==> src/hdl/wsfd_pkg.sv <==
// wsfd_pkg: shared types and constants for the websocket frame decoder
// no dependencies; imported by every module of the decoder
`timescale 1ns / 1ps

package wsfd_pkg;

  // parser phase, one-hot
  typedef enum logic [5:0] {
    PH_FIRST   = 6'b000001,
    PH_SECOND  = 6'b000010,
    PH_EXT     = 6'b000100,
    PH_KEY     = 6'b001000,
    PH_PAYLOAD = 6'b010000,
    PH_SKIP    = 6'b100000
  } phase_t;

  // result status codes
  localparam logic [1:0] ST_PAYLOAD = 2'd0;
  localparam logic [1:0] ST_EMPTY   = 2'd1;
  localparam logic [1:0] ST_NOT_FIN = 2'd2;
  localparam logic [1:0] ST_TRUNC   = 2'd3;

  // 7-bit length codes that announce an extended length
  localparam logic [6:0] LEN_EXT16 = 7'd126;
  localparam logic [6:0] LEN_EXT64 = 7'd127;

  // extended length byte counts, minus one
  localparam logic [2:0] EXT16_CNT = 3'd1;
  localparam logic [2:0] EXT64_CNT = 3'd7;

  typedef struct packed {
    logic       last;
    logic [7:0] data;
  } item_t;

  typedef struct packed {
    logic [1:0] status;
    logic       last;
    logic [7:0] data;
  } res_t;

endpackage

==> src/hdl/wsfd_in_reg.sv <==
// wsfd_in_reg: input register stage of the websocket frame decoder
// depends on wsfd_pkg
`timescale 1ns / 1ps

module wsfd_in_reg
  import wsfd_pkg::*;
(
  input  logic  clk,
  input  logic  rst_n,
  input  logic  in_valid,
  output logic  in_ready,
  input  item_t in_item,
  input  logic  room,
  output logic  adv,
  output item_t item
);

  logic  vld_r, vld_nxt;
  item_t item_r;

  // a held word moves on when the result register has space
  assign adv      = vld_r && room;
  assign in_ready = !vld_r || adv;
  assign item     = item_r;

  always_comb begin
    vld_nxt = vld_r;
    if (in_ready) begin
      vld_nxt = in_valid;
    end
  end

  always_ff @(posedge clk) begin
    if (!rst_n) begin
      vld_r <= 1'b0;
    end else begin
      vld_r <= vld_nxt;
    end
  end

  always_ff @(posedge clk) begin
    if (in_ready && in_valid) begin
      item_r <= in_item;
    end
  end

endmodule

==> src/hdl/wsfd_core.sv <==
// wsfd_core: header parser state and payload unmasking
// depends on wsfd_pkg
`timescale 1ns / 1ps

module wsfd_core
  import wsfd_pkg::*;
(
  input  logic   clk,
  input  logic   rst_n,
  input  logic   adv,
  input  item_t  item,
  output logic   res_vld,
  output res_t   res,
  output phase_t phase
);

  phase_t      phase_r, phase_nxt;
  logic [63:0] rem_r, rem_nxt;
  logic [2:0]  ext_r, ext_nxt;
  logic [31:0] key_r, key_nxt;
  logic        mask_r, mask_nxt;
  logic [1:0]  kp_r, kp_nxt;

  logic [7:0]  b;
  logic [63:0] rem_shift;
  logic [7:0]  kbyte;
  logic        emit;
  res_t        r;

  assign b         = item.data;
  assign rem_shift = {rem_r[55:0], b};
  assign phase     = phase_r;

  always_comb begin
    case (kp_r)
      2'd0:    kbyte = key_r[31:24];
      2'd1:    kbyte = key_r[23:16];
      2'd2:    kbyte = key_r[15:8];
      default: kbyte = key_r[7:0];
    endcase
  end

  always_comb begin
    phase_nxt = phase_r;
    rem_nxt   = rem_r;
    ext_nxt   = ext_r;
    key_nxt   = key_r;
    mask_nxt  = mask_r;
    kp_nxt    = kp_r;
    emit      = 1'b0;
    r         = '{status: ST_PAYLOAD, last: 1'b1, data: 8'd0};

    case (phase_r)
      PH_FIRST: begin
        if (!b[7]) begin
          phase_nxt = PH_SKIP;
          emit      = 1'b1;
          r.status  = ST_NOT_FIN;
        end else begin
          phase_nxt = PH_SECOND;
        end
      end
      PH_SECOND: begin
        mask_nxt = b[7];
        key_nxt  = '0;
        kp_nxt   = 2'd0;
        if (b[6:0] == LEN_EXT16) begin
          rem_nxt   = '0;
          ext_nxt   = EXT16_CNT;
          phase_nxt = PH_EXT;
        end else if (b[6:0] == LEN_EXT64) begin
          rem_nxt   = '0;
          ext_nxt   = EXT64_CNT;
          phase_nxt = PH_EXT;
        end else begin
          rem_nxt = {57'd0, b[6:0]};
          if (b[7]) begin
            phase_nxt = PH_KEY;
          end else if (b[6:0] == 7'd0) begin
            phase_nxt = PH_SKIP;
            emit      = 1'b1;
            r.status  = ST_EMPTY;
          end else begin
            phase_nxt = PH_PAYLOAD;
          end
        end
      end
      PH_EXT: begin
        rem_nxt = rem_shift;
        if (ext_r == 3'd0) begin
          kp_nxt = 2'd0;
          if (mask_r) begin
            phase_nxt = PH_KEY;
          end else if (rem_shift == 64'd0) begin
            phase_nxt = PH_SKIP;
            emit      = 1'b1;
            r.status  = ST_EMPTY;
          end else begin
            phase_nxt = PH_PAYLOAD;
          end
        end else begin
          ext_nxt = ext_r - 3'd1;
        end
      end
      PH_KEY: begin
        key_nxt = {key_r[23:0], b};
        kp_nxt  = kp_r + 2'd1;
        if (kp_r == 2'd3) begin
          if (rem_r == 64'd0) begin
            phase_nxt = PH_SKIP;
            emit      = 1'b1;
            r.status  = ST_EMPTY;
          end else begin
            phase_nxt = PH_PAYLOAD;
          end
        end
      end
      PH_PAYLOAD: begin
        kp_nxt  = kp_r + 2'd1;
        rem_nxt = rem_r - 64'd1;
        emit    = 1'b1;
        r.data  = mask_r ? (b ^ kbyte) : b;
        if (rem_r == 64'd1) begin
          phase_nxt = PH_SKIP;
        end else begin
          r.last = 1'b0;
        end
      end
      default: begin
      end
    endcase

    // end of buffer: flag an unfinished frame, then start over
    if (item.last) begin
      if (phase_nxt inside {PH_SECOND, PH_EXT, PH_KEY, PH_PAYLOAD}) begin
        emit = 1'b1;
        r    = '{status: ST_TRUNC, last: 1'b1, data: 8'd0};
      end
      phase_nxt = PH_FIRST;
      rem_nxt   = '0;
      ext_nxt   = '0;
      key_nxt   = '0;
      mask_nxt  = 1'b0;
      kp_nxt    = 2'd0;
    end
  end

  assign res_vld = adv && emit;
  assign res     = r;

  always_ff @(posedge clk) begin
    if (!rst_n) begin
      phase_r <= PH_FIRST;
      rem_r   <= '0;
      ext_r   <= '0;
      key_r   <= '0;
      mask_r  <= 1'b0;
      kp_r    <= 2'd0;
    end else if (adv) begin
      phase_r <= phase_nxt;
      rem_r   <= rem_nxt;
      ext_r   <= ext_nxt;
      key_r   <= key_nxt;
      mask_r  <= mask_nxt;
      kp_r    <= kp_nxt;
    end
  end

endmodule

==> src/hdl/wsfd_out_reg.sv <==
// wsfd_out_reg: result register of the websocket frame decoder
// depends on wsfd_pkg
`timescale 1ns / 1ps

module wsfd_out_reg
  import wsfd_pkg::*;
(
  input  logic clk,
  input  logic rst_n,
  input  logic res_vld,
  input  res_t res,
  output logic room,
  output logic out_valid,
  input  logic out_ready,
  output res_t out_res
);

  logic vld_r, vld_nxt;
  res_t res_r;

  // space when empty or the held word leaves this cycle
  assign room      = !vld_r || out_ready;
  assign out_valid = vld_r;
  assign out_res   = res_r;

  always_comb begin
    vld_nxt = vld_r;
    if (room) begin
      vld_nxt = res_vld;
    end
  end

  always_ff @(posedge clk) begin
    if (!rst_n) begin
      vld_r <= 1'b0;
    end else begin
      vld_r <= vld_nxt;
    end
  end

  always_ff @(posedge clk) begin
    if (room && res_vld) begin
      res_r <= res;
    end
  end

endmodule

==> src/hdl/websocket_frame_decoder.sv <==
// websocket_frame_decoder: top level, byte-wide websocket frame header parser and unmasker
// depends on wsfd_pkg, wsfd_in_reg, wsfd_core, wsfd_out_reg
//
//  channel  dir  handshake             payload
//  in_      in   in_tvalid/in_tready   tdata[7:0] raw byte, tlast end of buffer
//  out_     out  out_tvalid/out_tready tdata[7:0] byte, tlast last, tuser[1:0] status
//
// one byte per clock unless out_tready stalls; input register, then result register
// each byte gives at most one word; header bytes give only status words, trailing bytes none
// rst_n is synchronous, active low, and returns the parser to the first header byte
// a stalled result register holds the input register, which then drops in_tready
`timescale 1ns / 1ps

module websocket_frame_decoder
  import wsfd_pkg::*;
(
  input  logic       clk,
  input  logic       rst_n,
  input  logic       in_tvalid,
  output logic       in_tready,
  input  logic [7:0] in_tdata,   // [7:0] in_byte
  input  logic       in_tlast,   // end_of_buffer
  output logic       out_tvalid,
  input  logic       out_tready,
  output logic [7:0] out_tdata,  // [7:0] out_byte
  output logic       out_tlast,  // last
  output logic [1:0] out_tuser   // [1:0] status
);

  item_t  in_item;
  item_t  item;
  logic   adv;
  logic   room;
  logic   res_vld;
  res_t   res;
  res_t   out_res;
  phase_t phase;

  assign in_item = '{last: in_tlast, data: in_tdata};

  wsfd_in_reg u_in_reg (
    .clk      (clk),
    .rst_n    (rst_n),
    .in_valid (in_tvalid),
    .in_ready (in_tready),
    .in_item  (in_item),
    .room     (room),
    .adv      (adv),
    .item     (item)
  );

  wsfd_core u_core (
    .clk     (clk),
    .rst_n   (rst_n),
    .adv     (adv),
    .item    (item),
    .res_vld (res_vld),
    .res     (res),
    .phase   (phase)
  );

  wsfd_out_reg u_out_reg (
    .clk       (clk),
    .rst_n     (rst_n),
    .res_vld   (res_vld),
    .res       (res),
    .room      (room),
    .out_valid (out_tvalid),
    .out_ready (out_tready),
    .out_res   (out_res)
  );

  assign out_tdata = out_res.data;
  assign out_tlast = out_res.last;
  assign out_tuser = out_res.status;

`ifndef SYNTHESIS
  // status-only words carry a zero byte and always close
  a_status_only: assert property (@(posedge clk) disable iff (!rst_n)
    out_tvalid && (out_tuser != ST_PAYLOAD) |-> out_tlast && (out_tdata == 8'd0))
    else $error("status word without last or with data");

  // end of buffer always brings the parser back to the first header byte
  a_eob_restart: assert property (@(posedge clk) disable iff (!rst_n)
    adv && item.last |=> phase == PH_FIRST)
    else $error("parser not restarted after end of buffer");

  // a result is only produced when the result register can take it
  a_no_overrun: assert property (@(posedge clk) disable iff (!rst_n)
    res_vld |-> room)
    else $error("result produced without space");

  // an accepted word is held in the input register next cycle
  a_in_capture: assert property (@(posedge clk) disable iff (!rst_n)
    in_tvalid && in_tready |=> adv || !room)
    else $error("accepted word lost");
`endif

endmodule
==> config.mk <==
export PLATFORM = sky130hd
export DESIGN_NAME = websocket_frame_decoder
export DESIGN_NICKNAME = d
export VERILOG_FILES = /design/src/hdl/wsfd_pkg.sv /design/src/hdl/wsfd_in_reg.sv /design/src/hdl/wsfd_core.sv /design/src/hdl/wsfd_out_reg.sv /design/src/hdl/websocket_frame_decoder.sv
export SDC_FILE = /design/constraint.sdc
export NUM_CORES = 1
export LEC_CHECK = 0
export ABC_AREA = 1
export BUFFER_PORTS_ARGS = -buffer_cell sky130_fd_sc_hd__buf_4
export CORE_MARGIN = 4
export CORE_UTILIZATION = 45
export DETAILED_ROUTE_END_ITERATION = 6
export PLACE_DENSITY = 0.68
export SLEW_MARGIN = 20
export SYNTH_ARGS = -nofsm -noshare
export SYNTH_HDL_FRONTEND = slang
export SYNTH_SLANG_ARGS = --single-unit
==> constraint.sdc <==
create_clock -name clk -period 2.79 [get_ports clk]
set_input_delay 0.558 -clock clk [delete_from_list [all_inputs] [get_ports clk]]
set_output_delay 0.558 -clock clk [all_outputs]
set_load 0.01 [all_outputs]
# == Yosys cells after proc, flatten, opt, wreduce, memory -nomap -nowiden ==
# Index checks and enable logic that the tools add are counted.
# totals
register_bits,130
in_bits,13
output_inout_bits,13
wordCells,119
# op_classes
n_addsub,3
n_eq_ne,18
muxes,59
bitwise_logic,1
reduce_logical,25
# ops
operator,n
case mux 64 bit (3 select lines),1
zero test 64 bit,2
2-to-1 mux 64 bit,2
2-to-1 mux 6 bit,12
== test 64 x 1 -> 1 bit (second input constant),1
case mux 32 bit (2 select lines),1
subtractor 64 x 1 -> 64 bit (second input constant),1
2-to-1 mux 32 bit,1
case mux 6 bit (5 select lines),1
case mux 8 bit (3 select lines),1
2-to-1 mux 11 bit,2
2-to-1 mux 1 bit,18
2-to-1 mux 2 bit,9
== test 7 bit (second input constant),2
== test 6 x 2 -> 1 bit (second input constant),2
== test 6 x 3 -> 1 bit (second input constant),2
== test 6 x 4 -> 1 bit (second input constant),2
== test 6 x 5 -> 1 bit (second input constant),2
2-to-1 mux 3 bit,4
nonzero test 4 bit,3
2-to-1 mux 9 bit,1
2-to-1 mux 8 bit,1
case mux 2 bit (4 select lines),1
bitwise XOR 8 bit,1
other kinds (24),33

# == Longest topological paths before layout ==
# Gate-level depths: netlist (run 1).
# logic_depth
word_depth,12
depth_mapped,15
depth_no_buf,15

# == Modules after synthesis ==
# Synthesis (run 1) repeated with hierarchy kept, for this count alone.
# unflattened
hier_cells,1325
area_unflattened_um2,8348.0
# modules_own_cells
mod,instances,cells_per_inst,area_each_um2,seq_area_each_um2
wsfd_core,1,1289,7637.3,2162.1
wsfd_out_reg,1,18,381.6,350.3
wsfd_in_reg,1,18,329.1,290.3

# == Worst setup path before layout (run 1) ==
# Ideal clock, no wire load.
# synth_timing
kind,reg-to-reg
startpoint,register u_core.rem_r[0]
endpoint,"register u_out_reg.res_r (netlist bit u_out_reg.out_res[2]), data pin"
setup_ps,258
arrival_time_ps,1884
required_time_ps,2532
path_slack_ps,648
stages_incl_launch_ff,15
path_buffers,0
period_less_slack_ps,2142
cell_sequence,dfxtp_1 inv_1 ha_1 nand2_4 nor2_4 nand2_4 nor2_4 nand3_1 nand2_1 nor2_1 nand3_1 nor2_1 nand3_4 nor2_8 nor2_2
# synth_rtl
item,line,source
from (decl),wsfd_core.sv:18,"logic [63:0] rem_r, rem_nxt;"
from (signal assigned),wsfd_core.sv:161,rem_r <= rem_nxt;
to (signal assigned),wsfd_out_reg.sv:43,res_r <= res;
to (decl),wsfd_out_reg.sv:19,res_t res_r;

==> impl_metrics.env, run 1 <==
export IMPL_design_die_area_um2=20500
export IMPL_floorplan_die_width_um=143
export IMPL_arrival_ns=2.64
export IMPL_layout_core_utilization=0.515
export IMPL_outcome="finished clean"
export IMPL_placeableCoreArea_um2=18000
export IMPL_timing_clock_skew_ns=0.0120
export IMPL_grt_met3_usage=0.0425
export IMPL_grt_first_pass_wirelength_um=40800
export IMPL_max_clock_path_buffers=2
export IMPL_number_of_antenna_violations_at_the_first_check_in_global_routing=0
export IMPL_max_slew_worst_pin_slew_ns=0.778
export IMPL_postCtsSetupRepairBufs=0
export IMPL_pwr_density_cell_nw_per_um2=510
export IMPL_num_antenna_cells=0
export IMPL_crit_path_cell_trace="inv_1, ha_1, nand2_4, nor2_4, nand2_4, nor2_4, nand3_1, nor2_1, nor2_1, nand3_1, nor2_1, nand3_4, nor2_8, nor2_2"
export IMPL_drcViolationCount=0
export IMPL_route_final_wire_length_um=24600
export IMPL_clk_pin_slew_worst_paths_ns=0.06
export IMPL_worst_path_most_repeated_cell="nor2_1"
export IMPL_ctsResizeCount=0
export IMPL_vdd_ir_drop_worst_mv=0.440
export IMPL_synth_simple_gate_area_frac=0.373
export IMPL_warnings_from_yosys=0
export IMPL_slowest_stage_delay_cp_ns=0.42
export IMPL_avgSynthCellArea_um2=6.34
export IMPL_wl_per_cell_um=15.9
export IMPL_postRouteAntennaNets=0
export IMPL_grt_busiest_layer="met2"
export IMPL_timing_max_slew_rel_slack=0.481
export IMPL_combinational_family_with_the_most_area_after_synthesis="simple AND/OR/NAND/NOR gates"
export IMPL_number_of_distinct_library_cells_after_synthesis=46
export IMPL_report_power_total_w=0.00471
export IMPL_maxSlewViolCount=0
export IMPL_crit_required_ns=2.97
export IMPL_drt_first_pass_iters=7
export IMPL_cp_slowest_cell="dfxtp_1"
export IMPL_grt_util_all_layers=0.249
export IMPL_hold_path_class="in -> reg"
export IMPL_postPlaceCellArea_um2=8670
export IMPL_top_level_ports=26
export IMPL_place_detailed_hpwl_um=17400
export IMPL_layout_nets=1330
export IMPL_vias=8618
export IMPL_port_buf_inserts=25
export IMPL_fin_hold_ws_ns=0.300
export IMPL_number_of_cell_rows=49
export IMPL_tritoncts="done"
export IMPL_rsz0062_at_grt="no"
export IMPL_synthXorXnorAreaFrac=0.00851
export IMPL_numCtsBuffers=17
export IMPL_min_period_over_period=0.882
export IMPL_synth_fp_nets=1320
export IMPL_cap_violations=0
export IMPL_timing_setup_critical_path_class="reg -> reg"
export IMPL_groute_layer_met1_usage=0.312
export IMPL_post_route_cells_drive_above_1_share=0.114
export IMPL_p_leak_nw=3.88
export IMPL_worstSkewPairLatency_ns=0.44
export IMPL_initial_core_util=0.458
export IMPL_synthesis_instances=1299
export IMPL_die_height_um=143
export IMPL_global_route_usage_met2=0.414
export IMPL_worstSetupStartpointType="register"
export IMPL_htreeDepth=4
export IMPL_share_of_cell_area_taken_by_muxes_after_synthesis=0
export IMPL_total_grt_overflow=0
export IMPL_endpoint_kind="register"
export IMPL_layout_min_cycle_time_ns=2.46
export IMPL_grt_start_max_net_pins=67
export IMPL_tritoncts_num_sinks=130
export IMPL_design_area_um2=9250
export IMPL_hold_violations=0
export IMPL_synth_adder_area_share=0.0122
export IMPL_postSynthRegisterBits=130
export IMPL_cts_hold_buffers_added=0
export IMPL_fmaxAchievable_ghz=0.406
export IMPL_placer_s_final_routability_congestion_estimate=0.947
export IMPL_drt_iter0_drc=677
export IMPL_regToRegSetupSlack_ns=0.33
export IMPL_critical_path_peak_fanout=8
export IMPL_syn_area_um2=8230
export IMPL_synth_compound_area_frac=0.184
export IMPL_drt_vias_per_instance=5.56
export IMPL_synth_sequential_area_ratio=0.340
export IMPL_root_buffer="clkbuf_16"
export IMPL_finalSetupTns_ns=0
export IMPL_area_delta_synth_final_pct=12.4
export IMPL_setup_violations=0
export IMPL_first_global_vias=8091
==> synthesized netlist by cell type, drive strengths merged <==
cell | instances | area, um^2
edfxtp | 20 | 601
a32o | 1 | 10.0
ha | 8 | 100
o211ai | 13 | 97.6
nand4 | 22 | 150
o22ai | 17 | 106
a31oi | 1 | 6.26
xor2 | 7 | 61.3
a21boi | 1 | 7.51
nand3b | 1 | 7.51
a21o | 1 | 7.51
nand3 | 87 | 453
a211oi | 4 | 30.0
o21bai | 1 | 7.51
clkbuf | 42 | 158
a21oi | 145 | 737
inv | 115 | 432
a221oi | 1 | 8.76
o32ai | 2 | 17.5
a31o | 1 | 8.76
nand2 | 353 | 1360
nor3 | 32 | 165
o31ai | 1 | 7.51
xnor2 | 1 | 8.76
and2 | 2 | 12.5
o21ai | 92 | 460
buf | 12 | 73.8
nor2 | 199 | 906
nor3b | 1 | 7.51
dfxtp | 110 | 2200
clkinv | 4 | 15.0
or2 | 2 | 12.5
==> metrics by stage <==
stage               cells  setup WS, ns
finish               1551         0.330
CTS                  1551         0.307
global placement     1519         0.407
floorplan            1299         0.648
detailed placement   1519         0.318
global route         1551        0.0744
==> state kept, by name, summed over array words and instances, names as in the netlist <==
signal               cells
u_core.phase             6
u_out_reg.out_res       11
u_in_reg.vld_r           1
u_out_reg.out_valid      1
u_core.ext_r             3
u_core.kp_r              2
u_in_reg.item            9
u_core.key_r            32
u_core.rem_r            64
u_core.mask_r            1
==> cell families (layout without fill, tap and decap cells) <==
logic type	count (synthesis)	after routing
buf+inv	173	196
compound gates	281	281
xor+xnor	8	8
simple gates	699	699
fa+ha+maj	8	8
flops	130	130
==> where the power goes <==
part	switching, W	leakage, nW	internal (W)
clock	0.00104	0.285	0.00119
sequential	0.0000334	1.07	0.00195
combinational	0.000347	2.53	0.000158
total	0.00142	3.88	0.00330
==> cells in the final DEF, fill, tap and decap left out, types with 4 or more instances in the layout <==
cell / synthesis / routed
inv_6: 0 / 5
clkinv_1: 4 / 4
dfxtp_1: 110 / 110
a21oi_1: 144 / 143
nor2_1: 161 / 160
nor2_4: 10 / 10
o21ai_0: 77 / 77
nand2_2: 6 / 7
xor2_1: 7 / 7
o211ai_1: 13 / 13
inv_2: 15 / 14
nand4_1: 20 / 20
clkbuf_16: 0 / 17
ha_1: 8 / 8
nor3_1: 31 / 31
inv_1: 100 / 100
a211oi_1: 4 / 4
nand3_1: 85 / 85
buf_4: 7 / 43
edfxtp_1: 20 / 20
nand2_1: 345 / 344
o21ai_1: 15 / 15
inv_8: 0 / 5
o22ai_1: 17 / 17
nor2_2: 27 / 28
==> worst max-delay path: cells and delay by family (launching register included) <==
kind                     cells  cell delay, ns
flip-flops                   1            0.42
AND/OR/NAND/NOR             12            1.39
adder cells (fa/ha/maj)      1            0.28
buffers and inverters        1            0.09
==> area by class of cell <==
cell class	instances	area, um^2
Fill cell	1839	8710
Inverter	119	448
Clock buffer	17	425
Multi-Input combinational cell	996	4770
Timing Repair Buffer	45	363
Clock inverter	15	153
Sequential cell	130	2800
Tap cell	229	287
==> routing by layer <==
metal	part of all wire	routed length, um
met5	0	0
met4	0.044	1090
met3	0.058	1430
met2	0.47	11700
met1	0.42	10400
==> path summary, 6_finish.rpt <==
path / from / endpoint / cells after the start
worst min-delay path: in_tdata[1] / u_in_reg.item[1] / 1
worst max-delay path: u_core.rem_r[0] / u_out_reg.out_res[1] / 14
worst min register to register: u_core.key_r[26] / u_core.key_r[26] / 2
worst max register to register: u_core.rem_r[0] / u_out_reg.out_res[1] / 14
Note: power is estimated with default switching activity, not from simulation.
==> run 2: changes to the inputs <==
Settings changed: ABC_AREA 1 to default.
==> impl_metrics.env, run 2 <==
export IMPL_outcome="complete, but fails checks"
export IMPL_failed_checks="setup timing"
export IMPL_placer_s_final_routability_congestion_estimate=0.910
export IMPL_synth_largest_type_area_fraction=0.304
export IMPL_port_buf_inserts=25
export IMPL_setup_violations=27
export IMPL_synth_top_cells_by_count="111 x nand2_1, 110 x dfxtp_1, 102 x nor2_1, 69 x o21ai_0, 66 x clkbuf_1"
export IMPL_avgSynthCellArea_um2=7.87
export IMPL_synth_most_common_cell="nand2_1"
export IMPL_postSynthRegisterBits=130
export IMPL_largest_register_ffs=64
export IMPL_die_height_um=135
export IMPL_vias=7533
export IMPL_place_detailed_hpwl_um=15300
export IMPL_filler_cells_inserted=1370
export IMPL_max_clock_path_buffers=2
export IMPL_drt_iter0_drc=690
export IMPL_worstSetupStartpointType="register"
export IMPL_worstSkewPairLatency_ns=0.43
export IMPL_top_level_ports=26
export IMPL_hold_violations=0
export IMPL_num_antenna_cells=0
export IMPL_critical_path_peak_fanout=8
export IMPL_layout_min_cycle_time_ns=3.43
export IMPL_synthesis_instances=920
export IMPL_postRouteAntennaNets=0
export IMPL_cap_violations=0
export IMPL_syn_area_um2=7240
export IMPL_clk_pin_slew_worst_paths_ns=0.06
export IMPL_root_buffer="clkbuf_16"
export IMPL_numCtsBuffers=17
export IMPL_floorplan_die_width_um=135
export IMPL_seq_area_um2=2810
export IMPL_timing_clock_skew_ns=0.0116
export IMPL_dp_cells=1269
export IMPL_largest_register="u_core.rem_r"
export IMPL_tritoncts="done"
export IMPL_postSynth_topFlopCell="dfxtp_1"
export IMPL_p_leak_nw=3.93
export IMPL_number_of_cell_rows=46
export IMPL_tritoncts_num_sinks=130
export IMPL_initial_core_util=0.458
export IMPL_drt_vias_per_instance=5.75
export IMPL_grt_util_all_layers=0.244
export IMPL_finalSetupTns_ns=-13.81
export IMPL_drcViolationCount=0
export IMPL_timing_final_ws_setup_ns=-0.638
export IMPL_warnings_from_yosys=0
export IMPL_pwr_density_cell_nw_per_um2=485
export IMPL_crit_required_ns=2.97
export IMPL_multiInputGateArea_um2=4350
export IMPL_maxSlewViolCount=0
export IMPL_yosysTopAreaCell="dfxtp_1"
export IMPL_number_of_enable_flip_flop_cells_after_synthesis=20
export IMPL_grt_start_max_net_pins=41
export IMPL_pre_cts_ws_ns=-0.595
export IMPL_wl_per_cell_um=17.0
export IMPL_max_slew_worst_pin_slew_ns=0.640
export IMPL_async_set_reset_flop_share_out_of_synthesis=0
export IMPL_number_of_distinct_library_cells_after_synthesis=68
export IMPL_placeableCoreArea_um2=15800
export IMPL_layout_cells_most_common_list="211 x buf_4, 111 x nand2_1, 108 x dfxtp_1"
export IMPL_endpoint_kind="register"
export IMPL_total_grt_overflow=0
export IMPL_arrival_ns=3.61
export IMPL_drt_first_pass_iters=5
export IMPL_route_final_wire_length_um=22200
export IMPL_htreeDepth=4
export IMPL_rsz0062_at_grt="yes"
export IMPL_hold_path_class="in -> reg"
export IMPL_fmaxAchievable_ghz=0.292
export IMPL_vdd_ir_drop_worst_mv=0.447
export IMPL_grt_first_pass_wirelength_um=35700
export IMPL_synth_top_cells_by_area="dfxtp_1 30%, edfxtp_1 8.3%, nand2_1 5.8%, nor2_1 5.3%, a22oi_1 5.2%"
export IMPL_post_route_cells_drive_above_1_share=0.279
export IMPL_min_period_over_period=1.23
export IMPL_layout_commonest_cell="buf_4"
export IMPL_timing_setup_critical_path_class="reg -> reg"
export IMPL_synth_sequential_area_ratio=0.387
export IMPL_first_global_vias=7140
export IMPL_synth_fp_nets=941
export IMPL_area_delta_synth_final_pct=34.2
export IMPL_number_of_antenna_violations_at_the_first_check_in_global_routing=0
export IMPL_post_layout_nonfiller_instances=1311
export IMPL_layout_nets=1103
export IMPL_timing_max_slew_rel_slack=0.570
export IMPL_design_die_area_um2=18200
[run 2: changes by cell type in the layout (fill, tap and decap cells not counted), sizes merged, moves of 50 or more]
| cell | before | now |
|---|---|---|
| buf | 45 | 217 |
| a21oi | 145 | 63 |
| inv | 126 | 23 |
| a22oi | 0 | 50 |
| nor2 | 199 | 103 |
| nand2 | 353 | 111 |
[run 2: layer usage]
metal / vias to the layer above / share of wire / track usage
li1: 3680 / - / -
met4: 0 / 0.031 / 0.0995
met2: 235 / 0.46 / 0.386
met5: - / 0 / 0
met1: 3560 / 0.45 / 0.325
met3: 58 / 0.060 / 0.0522
[run 2: repair_timing]
action	in CTS	in global routing
resized for setup	11	31
pin swaps	2	15
setup endpoints to repair	32	51
hold buffers	0	0
setup buffers	4	6
cloned	0	0
[run 2: path summary, 6_finish.rpt]
kind	cells past startpoint	endpoint	from	slack (ns)
worst max-delay path	11	u_out_reg.out_res[5]	u_core.rem_r[51]	-0.64
worst min-delay path	1	u_in_reg.item[8]	in_tlast	0.30
worst max register to register	11	u_out_reg.out_res[5]	u_core.rem_r[51]	-0.64
worst min register to register	2	u_core.key_r[27]	u_core.key_r[27]	0.45
[run 2: worst max-delay path: stages (launching register included)]
cell and delay [ns]:
dfxtp_2 0.32, or4_1 0.50, or4_4 0.54, nor4_4 0.32, buf_4 0.18, a31oi_4 0.11, a2111oi_4 0.35, mux2_4 0.37
buf_6 0.12, o21ai_2 0.13, buf_6 0.17, nor2_1 0.05
[run 2: logic make-up (layout without fill, tap and decap cells)]
logic type	after synthesis	in the layout	synth area share
simple gates	388	388	0.261
compound gates	252	252	0.224
flops	130	130	0.387
buf+inv	87	262	0.0463
xor+xnor	51	51	0.0617
fa+ha+maj	8	8	0.0138
mux	4	4	0.00639
[run 2: per-stage QoR]
| stage | area, um^2 | total power (W) | hold WS [ns] | util |
|---|---|---|---|---|
| 2_1_floorplan | 7300 | 0.00227 | 0.431 | - |
| 3_3_place_gp | 8880 | 0.00248 | 0.442 | 0.561 |
| 3_5_place_dp | 8880 | 0.00249 | 0.446 | 0.561 |
| 4_1_cts | 9530 | 0.00470 | 0.282 | 0.602 |
| 5_1_grt | 9730 | 0.00485 | 0.291 | 0.614 |
| 6_report | 9730 | 0.00471 | 0.302 | 0.614 |
[run 2: where the power goes]
group | total (W) | switching, W | internal (W)
clock network | 0.00221 | 0.000935 | 0.00128
logic | 0.000564 | 0.000301 | 0.000263
registers | 0.00194 | 0.0000144 | 0.00192
[run 2: final cells by class]
class | instances | share of cell area
well taps | 216 | 0.0278
inverters | 13 | 0.00502
repair buffers | 217 | 0.172
flip-flops and latches | 130 | 0.288
clock inverters | 14 | 0.0143
multi-input cells | 703 | 0.448
clock buffers | 18 | 0.0452
